**config.mk**
```make
export PLATFORM = sky130hd
export DESIGN_NAME = round_robin_server_assigner
export DESIGN_NICKNAME = d
export VERILOG_FILES = /design/src/sv/rrsa_pkg.sv /design/src/sv/rrsa_pick.sv /design/src/sv/round_robin_server_assigner.sv
export SDC_FILE = /design/constraint.sdc
export NUM_CORES = 2
export LEC_CHECK = 0
export BUFFER_PORTS_ARGS = -buffer_cell sky130_fd_sc_hd__buf_2
export CORE_MARGIN = 5
export CORE_UTILIZATION = 65
export CTS_BUF_LIST = sky130_fd_sc_hd__clkbuf_2 sky130_fd_sc_hd__clkbuf_4 sky130_fd_sc_hd__clkbuf_8
export DETAILED_ROUTE_END_ITERATION = 6
export PLACE_DENSITY = 0.82
export SYNTH_ARGS = -nofsm -noshare
export SYNTH_HDL_FRONTEND = slang
export SYNTH_SLANG_ARGS = --single-unit
```
**constraint.sdc**
```tcl
create_clock -name aclk -period 16.1 [get_ports aclk]
set_input_delay 1.61 -clock aclk [delete_from_list [all_inputs] [get_ports aclk]]
set_output_delay 1.61 -clock aclk [all_outputs]
set_load 0.02 [all_outputs]
```
**src/sv/rrsa_pkg.sv**
```systemverilog
`timescale 1ns / 1ps

package rrsa_pkg;

    localparam int TIME_W  = 32;
    localparam int BUSY_W  = TIME_W + 1;
    localparam int COUNT_W = 32;
    localparam int CFG_W   = 5;
    localparam int SRV_W   = 4;
    localparam int MASK_W  = 16;

    localparam logic [CFG_W-1:0]   NUM_SERVERS_RST = 5'd16;
    localparam logic [COUNT_W-1:0] COUNT_MAX       = '1;

    typedef logic [TIME_W-1:0]  time_t;
    typedef logic [BUSY_W-1:0]  busy_t;
    typedef logic [COUNT_W-1:0] count_t;

endpackage

```
**src/sv/rrsa_pick.sv**
```systemverilog
`timescale 1ns / 1ps

module rrsa_pick
    import rrsa_pkg::*;
#(
    parameter int MAX_SERVERS = 16,
    parameter int IDX_W       = 4,
    parameter int KW          = 5
) (
    input  busy_t            busy_until [MAX_SERVERS],
    input  time_t            arrival_time,
    input  logic [KW-1:0]    num_active,
    input  logic [IDX_W-1:0] start,
    output logic             found,
    output logic [IDX_W-1:0] idx
);

    logic [MAX_SERVERS-1:0] free_vec;
    logic [MAX_SERVERS-1:0] upper_vec;
    logic [MAX_SERVERS-1:0] pick_vec;

    always_comb begin
        for (int j = 0; j < MAX_SERVERS; j++) begin
            free_vec[j]  = (KW'(j) < num_active) && (busy_until[j] <= {1'b0, arrival_time});
            upper_vec[j] = free_vec[j] && (KW'(j) >= KW'(start));
        end
    end

    // prefer servers at or after the rotation point, else wrap to the lowest
    assign pick_vec = (|upper_vec) ? upper_vec : free_vec;
    assign found    = |free_vec;

    always_comb begin
        idx = '0;
        for (int j = MAX_SERVERS - 1; j >= 0; j--) begin
            if (pick_vec[j]) begin
                idx = IDX_W'(j);
            end
        end
    end

endmodule

```
**src/sv/round_robin_server_assigner.sv**
```systemverilog
`timescale 1ns / 1ps

// Round-robin server assigner. Request i is offered to server i mod k first and
// then to the following servers cyclically; it goes to the first one whose busy-until
// time is at most the arrival time, else it is dropped (the rotation still advances).
// Each request yields one result beat with the outcome, the assigned server's
// saturating count, the running maximum count and a mask of the busiest servers.
// Throughput is one request per clock while m_ready does not stall the result beat;
// a request passes from the input register through the parallel busy-until compares
// and rotating priority encoder, which also update the server state, to the result beat.
// num_servers (cfg_we/cfg_wdata) must be written only while the block is idle.
module round_robin_server_assigner
    import rrsa_pkg::*;
#(
    parameter int MAX_SERVERS = 16
) (
    input  logic                aclk,
    input  logic                aresetn,
    input  logic                cfg_we,
    input  logic [CFG_W-1:0]    cfg_wdata,
    input  logic                s_valid,
    output logic                s_ready,
    input  logic [TIME_W-1:0]   s_arrival_time,
    input  logic [TIME_W-1:0]   s_duration,
    output logic                m_valid,
    input  logic                m_ready,
    output logic                m_dropped,
    output logic [SRV_W-1:0]    m_server,
    output logic [COUNT_W-1:0]  m_server_count,
    output logic [COUNT_W-1:0]  m_max_count,
    output logic [MASK_W-1:0]   m_busiest_mask
);

    localparam int IDX_W = (MAX_SERVERS > 1) ? $clog2(MAX_SERVERS) : 1;
    localparam int KW    = ($clog2(MAX_SERVERS + 1) > CFG_W) ? $clog2(MAX_SERVERS + 1) : CFG_W;

    logic [CFG_W-1:0] num_servers_reg;

    logic  in_valid_reg;
    time_t arrival_reg;
    time_t duration_reg;

    busy_t            busy_reg   [MAX_SERVERS];
    busy_t            busy_next  [MAX_SERVERS];
    count_t           count_reg  [MAX_SERVERS];
    count_t           count_next [MAX_SERVERS];
    logic [IDX_W-1:0] rot_reg;
    logic [IDX_W-1:0] rot_next;
    count_t           best_reg;
    count_t           best_next;

    logic             out_valid_reg;
    logic             dropped_reg;
    logic [SRV_W-1:0] server_reg;
    count_t           server_count_reg;
    count_t           max_count_reg;
    logic [MASK_W-1:0] mask_reg;

    logic                   take;
    logic [KW-1:0]          num_active;
    logic [KW-1:0]          cfg_ext;
    logic [IDX_W-1:0]       start;
    logic [KW-1:0]          start_inc;
    logic                   found;
    logic [IDX_W-1:0]       idx;
    count_t                 new_count;
    logic [MAX_SERVERS-1:0] eq_mask;
    logic [MAX_SERVERS-1:0] idx_onehot;
    logic [MAX_SERVERS-1:0] mask_next;
    logic [MAX_SERVERS+MASK_W-1:0] mask_ext;
    logic [IDX_W+SRV_W-1:0] idx_ext;

    assign take    = in_valid_reg && (!out_valid_reg || m_ready);
    assign s_ready = !in_valid_reg || take;

    // clamp the server count to 1..MAX_SERVERS
    assign cfg_ext = KW'(num_servers_reg);
    always_comb begin
        if (cfg_ext == '0) begin
            num_active = KW'(1);
        end else if (cfg_ext > KW'(MAX_SERVERS)) begin
            num_active = KW'(MAX_SERVERS);
        end else begin
            num_active = cfg_ext;
        end
    end

    assign start     = (KW'(rot_reg) < num_active) ? rot_reg : '0;
    assign start_inc = KW'(start) + KW'(1);
    assign rot_next  = (start_inc >= num_active) ? '0 : IDX_W'(start_inc);

    rrsa_pick #(
        .MAX_SERVERS (MAX_SERVERS),
        .IDX_W       (IDX_W),
        .KW          (KW)
    ) u_pick (
        .busy_until   (busy_reg),
        .arrival_time (arrival_reg),
        .num_active   (num_active),
        .start        (start),
        .found        (found),
        .idx          (idx)
    );

    assign new_count = (count_reg[idx] == COUNT_MAX) ? COUNT_MAX : count_reg[idx] + 1'b1;

    always_comb begin
        for (int j = 0; j < MAX_SERVERS; j++) begin
            eq_mask[j]    = (KW'(j) < num_active) && (count_reg[j] == best_reg);
            idx_onehot[j] = (IDX_W'(j) == idx);
            busy_next[j]  = busy_reg[j];
            count_next[j] = count_reg[j];
        end
        if (found) begin
            busy_next[idx]  = {1'b0, arrival_reg} + {1'b0, duration_reg};
            count_next[idx] = new_count;
        end
    end

    // busiest set follows from the old equal set and the one count that moved
    always_comb begin
        best_next = best_reg;
        mask_next = eq_mask;
        if (found) begin
            if (new_count > best_reg) begin
                best_next = new_count;
                mask_next = idx_onehot;
            end else if (new_count == best_reg) begin
                mask_next = eq_mask | idx_onehot;
            end
        end
    end

    assign mask_ext = {{MASK_W{1'b0}}, mask_next};
    assign idx_ext  = {{SRV_W{1'b0}}, idx};

    always_ff @(posedge aclk) begin
        if (!aresetn) begin
            num_servers_reg <= NUM_SERVERS_RST;
            in_valid_reg    <= 1'b0;
            out_valid_reg   <= 1'b0;
            rot_reg         <= '0;
            best_reg        <= '0;
            for (int j = 0; j < MAX_SERVERS; j++) begin
                busy_reg[j]  <= '0;
                count_reg[j] <= '0;
            end
        end else begin
            if (cfg_we) begin
                num_servers_reg <= cfg_wdata;
            end
            if (s_valid && s_ready) begin
                in_valid_reg <= 1'b1;
            end else if (take) begin
                in_valid_reg <= 1'b0;
            end
            if (take) begin
                out_valid_reg <= 1'b1;
                rot_reg       <= rot_next;
                best_reg      <= best_next;
                for (int j = 0; j < MAX_SERVERS; j++) begin
                    busy_reg[j]  <= busy_next[j];
                    count_reg[j] <= count_next[j];
                end
            end else if (m_ready) begin
                out_valid_reg <= 1'b0;
            end
        end
    end

    always_ff @(posedge aclk) begin
        if (s_valid && s_ready) begin
            arrival_reg  <= s_arrival_time;
            duration_reg <= s_duration;
        end
        if (take) begin
            dropped_reg      <= !found;
            server_reg       <= found ? idx_ext[SRV_W-1:0] : '0;
            server_count_reg <= found ? new_count : '0;
            max_count_reg    <= best_next;
            mask_reg         <= mask_ext[MASK_W-1:0];
        end
    end

    assign m_valid        = out_valid_reg;
    assign m_dropped      = dropped_reg;
    assign m_server       = server_reg;
    assign m_server_count = server_count_reg;
    assign m_max_count    = max_count_reg;
    assign m_busiest_mask = mask_reg;

endmodule

```
==> run metrics <==
number of buffers inserted during clock tree synthesis 203; VDD IR-drop max 99.5 uV; final layout net count slightly below 9,000; yosys synthesis warning count 0; port bufs 160; number of gates given a new drive strength after cts 0; Slew HR 3.95%; Final Cycle Share 89.6%; total I/O pin count 161; cell with the biggest individual delay on the critical path sky130_fd_sc_hd__o31ai_4; # setup viols final 0; highest-count cells in the layout ignoring fill and taps 1,272 x sky130_fd_sc_hd__nand2_1, 753 x sky130_fd_sc_hd__a21oi_1, 690 x sky130_fd_sc_hd__o21ai_0; maximum level of the CTS H-tree 4; Total Neg Setup Slack 0 ns; pins over their slew limit 0; delay contributed by the slowest stage of the critical path ~1.2 ns; via count of the first global-routing pass 65,200; HPWL after detailed placement 207,000 um; Post-Syn Area between 70,000 and 80,000 um^2; Synthesized Nets 8,757; first drt pass iteration count 7; CTS Root Cell sky130_fd_sc_hd__clkbuf_8; TritonCTS clock tree yes; PnR Total Power 0.00901 W; Pwr per Cell Area 112 nW/um^2; Max-cap violations 0; vias per cell 7.11; number of flops mapped to enable cells by yosys roughly 660; clock latency reported for the late side of the worst-skew pair about 0.93 ns; Die Y-Extent 347 um; average footprint of a synthesized cell 9.13 um^2; dominant register cell in the synthesized netlist sky130_fd_sc_hd__edfxtp_1; Std-Cell Core Area 113,000 um^2; remaining design rule violation count 4; max FFs per register around 530; dpl cell area 76,300 um^2; remaining number of nets flagged by the antenna check after routing 0; shortest clock period the worst path allows after layout 14.42 ns; worst clock skew ~0.056 ns; Synth Instances 8,094; category of the most critical setup path reg -> reg; data required time at the worst endpoint 16.91 ns; Final Cell Area 80,700 um^2; effective utilization at floorplan 65.6%; largest fanout of any net on the critical path 54; Hold Buf Count CTS 0; Layout area overhead 9.20%; drt total wl 300,000 um; aggregate global routing overflow 0; worst min-delay path category reg -> reg; placement row count 123; type of destination of the critical path flip-flop; total instance count after detailed placement 9,353; most frequent standard cell in the layout excluding fill and tap cells sky130_fd_sc_hd__nand2_1; post-layout instance count excluding filler cells ~9,800; count of unique library cells instantiated by Yosys slightly above 100; DR iter-0 viols approximately 12,000; Max Buffers Root-to-Sink 3; routability congestion estimate 1.08; clk slew on worst S/H paths 0.07 ns; Setup crit start kind flip-flop; filler cell count in the final layout 8,400; leakage 31.4 nW; largest net degree at the start of global routing 224; worst endpoint data arrival time roughly 15 ns; wire length of the first global-routing pass roughly 430,000 um; unrepaired setup endpoints after global routing false; horizontal die dimension 347 um; die area approximately 120,000 um^2; status finished, violations left; setup repair bufs after CTS 0; total count of hold-check failures in the final report 0; clock sinks 1,232; actual transition at the worst max-transition pin 1.44 ns; number of synthesized register bits 1,232; critical path's most frequent cell sky130_fd_sc_hd__inv_1; wire length per cell 30.8 um; share of post-route cells with drive strength above 1 11.0%; Async SR Flop Fraction 0%; all-layer global routing usage 47.7%; detailed-route via count 69,400; initial antenna violation count 35; upper clock frequency limit 0.0693 GHz; fraction of the yosys area taken by sequential cells between 40 and 50%; register-to-register setup slack approximately 1.7 ns; violations in the final reports DRC
==> cells by family (layout without fill, tap and decap cells) <==
logic type               count (synthesis)  in the layout  synth area share, %
XOR/XNOR                               553            553                 6.56
adder cells (fa/ha/maj)                589            589                 9.98
buffers and inverters                  775            913                 4.27
other                                    0             21                    0
multiplexers                            96             96                 1.35
AO/OA/AOI/OAI                         2450           2450                 20.3
flip-flops                            1232           1232                 42.3
AND/OR/NAND/NOR                       2399           2399                 15.2
==> Yosys cell counts, types with 57 or more instances <==
cell type,count,area share [%]
sky130_fd_sc_hd__nand3_1,191,1.3
sky130_fd_sc_hd__nand4_1,190,1.6
sky130_fd_sc_hd__buf_1,57,0.29
sky130_fd_sc_hd__xor2_1,240,2.8
sky130_fd_sc_hd__mux2i_1,66,0.89
sky130_fd_sc_hd__nor3_1,83,0.56
sky130_fd_sc_hd__a21o_1,61,0.62
sky130_fd_sc_hd__xnor2_1,313,3.7
sky130_fd_sc_hd__o22ai_1,79,0.67
sky130_fd_sc_hd__a21oi_1,759,5.1
sky130_fd_sc_hd__nor4_1,105,0.89
sky130_fd_sc_hd__clkbuf_1,488,2.5
sky130_fd_sc_hd__nand2_1,1277,6.5
sky130_fd_sc_hd__nor2_1,227,1.2
sky130_fd_sc_hd__a21boi_0,469,4.8
sky130_fd_sc_hd__ha_1,588,10
sky130_fd_sc_hd__inv_1,161,0.82
sky130_fd_sc_hd__dfxtp_1,571,15
sky130_fd_sc_hd__edfxtp_1,661,27
sky130_fd_sc_hd__o21ai_0,691,4.7
==> per-stage QoR <==
stage	hold slack [ns]	util [%]	worst slack [ns]
2_1_floorplan	0.443	-	4.34
3_3_place_gp	0.453	67.7	1.98
3_5_place_dp	0.460	67.7	2.04
4_1_cts	0.468	71.6	2.00
5_1_grt	0.488	71.6	1.15
6_report	0.466	71.6	1.68
==> worst paths after layout <==
check                             startpoint                         end  depth (start not counted)
setup / recovery     cfg_ext[4]$_SDFFE_PN1P_   best_reg[30]$_SDFFE_PN0P_                         38
hold / removal    busy_reg[396]$_SDFFE_PN0P_  busy_reg[396]$_SDFFE_PN0P_                          2
setup reg to reg     cfg_ext[4]$_SDFFE_PN1P_   best_reg[30]$_SDFFE_PN0P_                         38
hold reg to reg   busy_reg[396]$_SDFFE_PN0P_  busy_reg[396]$_SDFFE_PN0P_                          2
==> where the power goes <==
part | leakage, nW | switching (W) | total [W] | internal (W)
sequential | 11.5 | 0.000168 | 0.00369 | 0.00352
combinational | 17.6 | 0.00170 | 0.00233 | 0.000630
clock | 2.29 | 0.00139 | 0.00300 | 0.00161
total | 31.4 | 0.00325 | 0.00901 | 0.00576
==> layer usage <==
layer / global-route usage, % / routed length, um / vias to the layer above
met4: 25.7 / 19500 / 26
met1: 63.8 / 108000 / 32800
met5: 0.903 / 276 / -
li1: - / - / 29300
met3: 21.4 / 55000 / 1264
met2: 64.6 / 118000 / 5936
==> area by class of cell <==
class                   instances  area [um^2]  area share, %
clock buffers                 309         3760           4.66
flip-flops and latches       1232        31300           38.8
repair buffers                372         2410           2.99
inverters                     162          616          0.763
well taps                    1500         1880           2.33
multi-input cells            6087        40100           49.7
diodes                         21         52.6         0.0651
clock inverters                70          598          0.741
==> worst max-delay path: cells and delay by family (launching register included) <==
kind	cells	cell delay, ns
adder cells (fa/ha/maj)	3	0.86
flip-flops	1	0.68
buffers and inverters	6	1.71
AND/OR/NAND/NOR	19	7.17
AO/OA/AOI/OAI	10	3.84
Power figures use the tool's default switching activity.
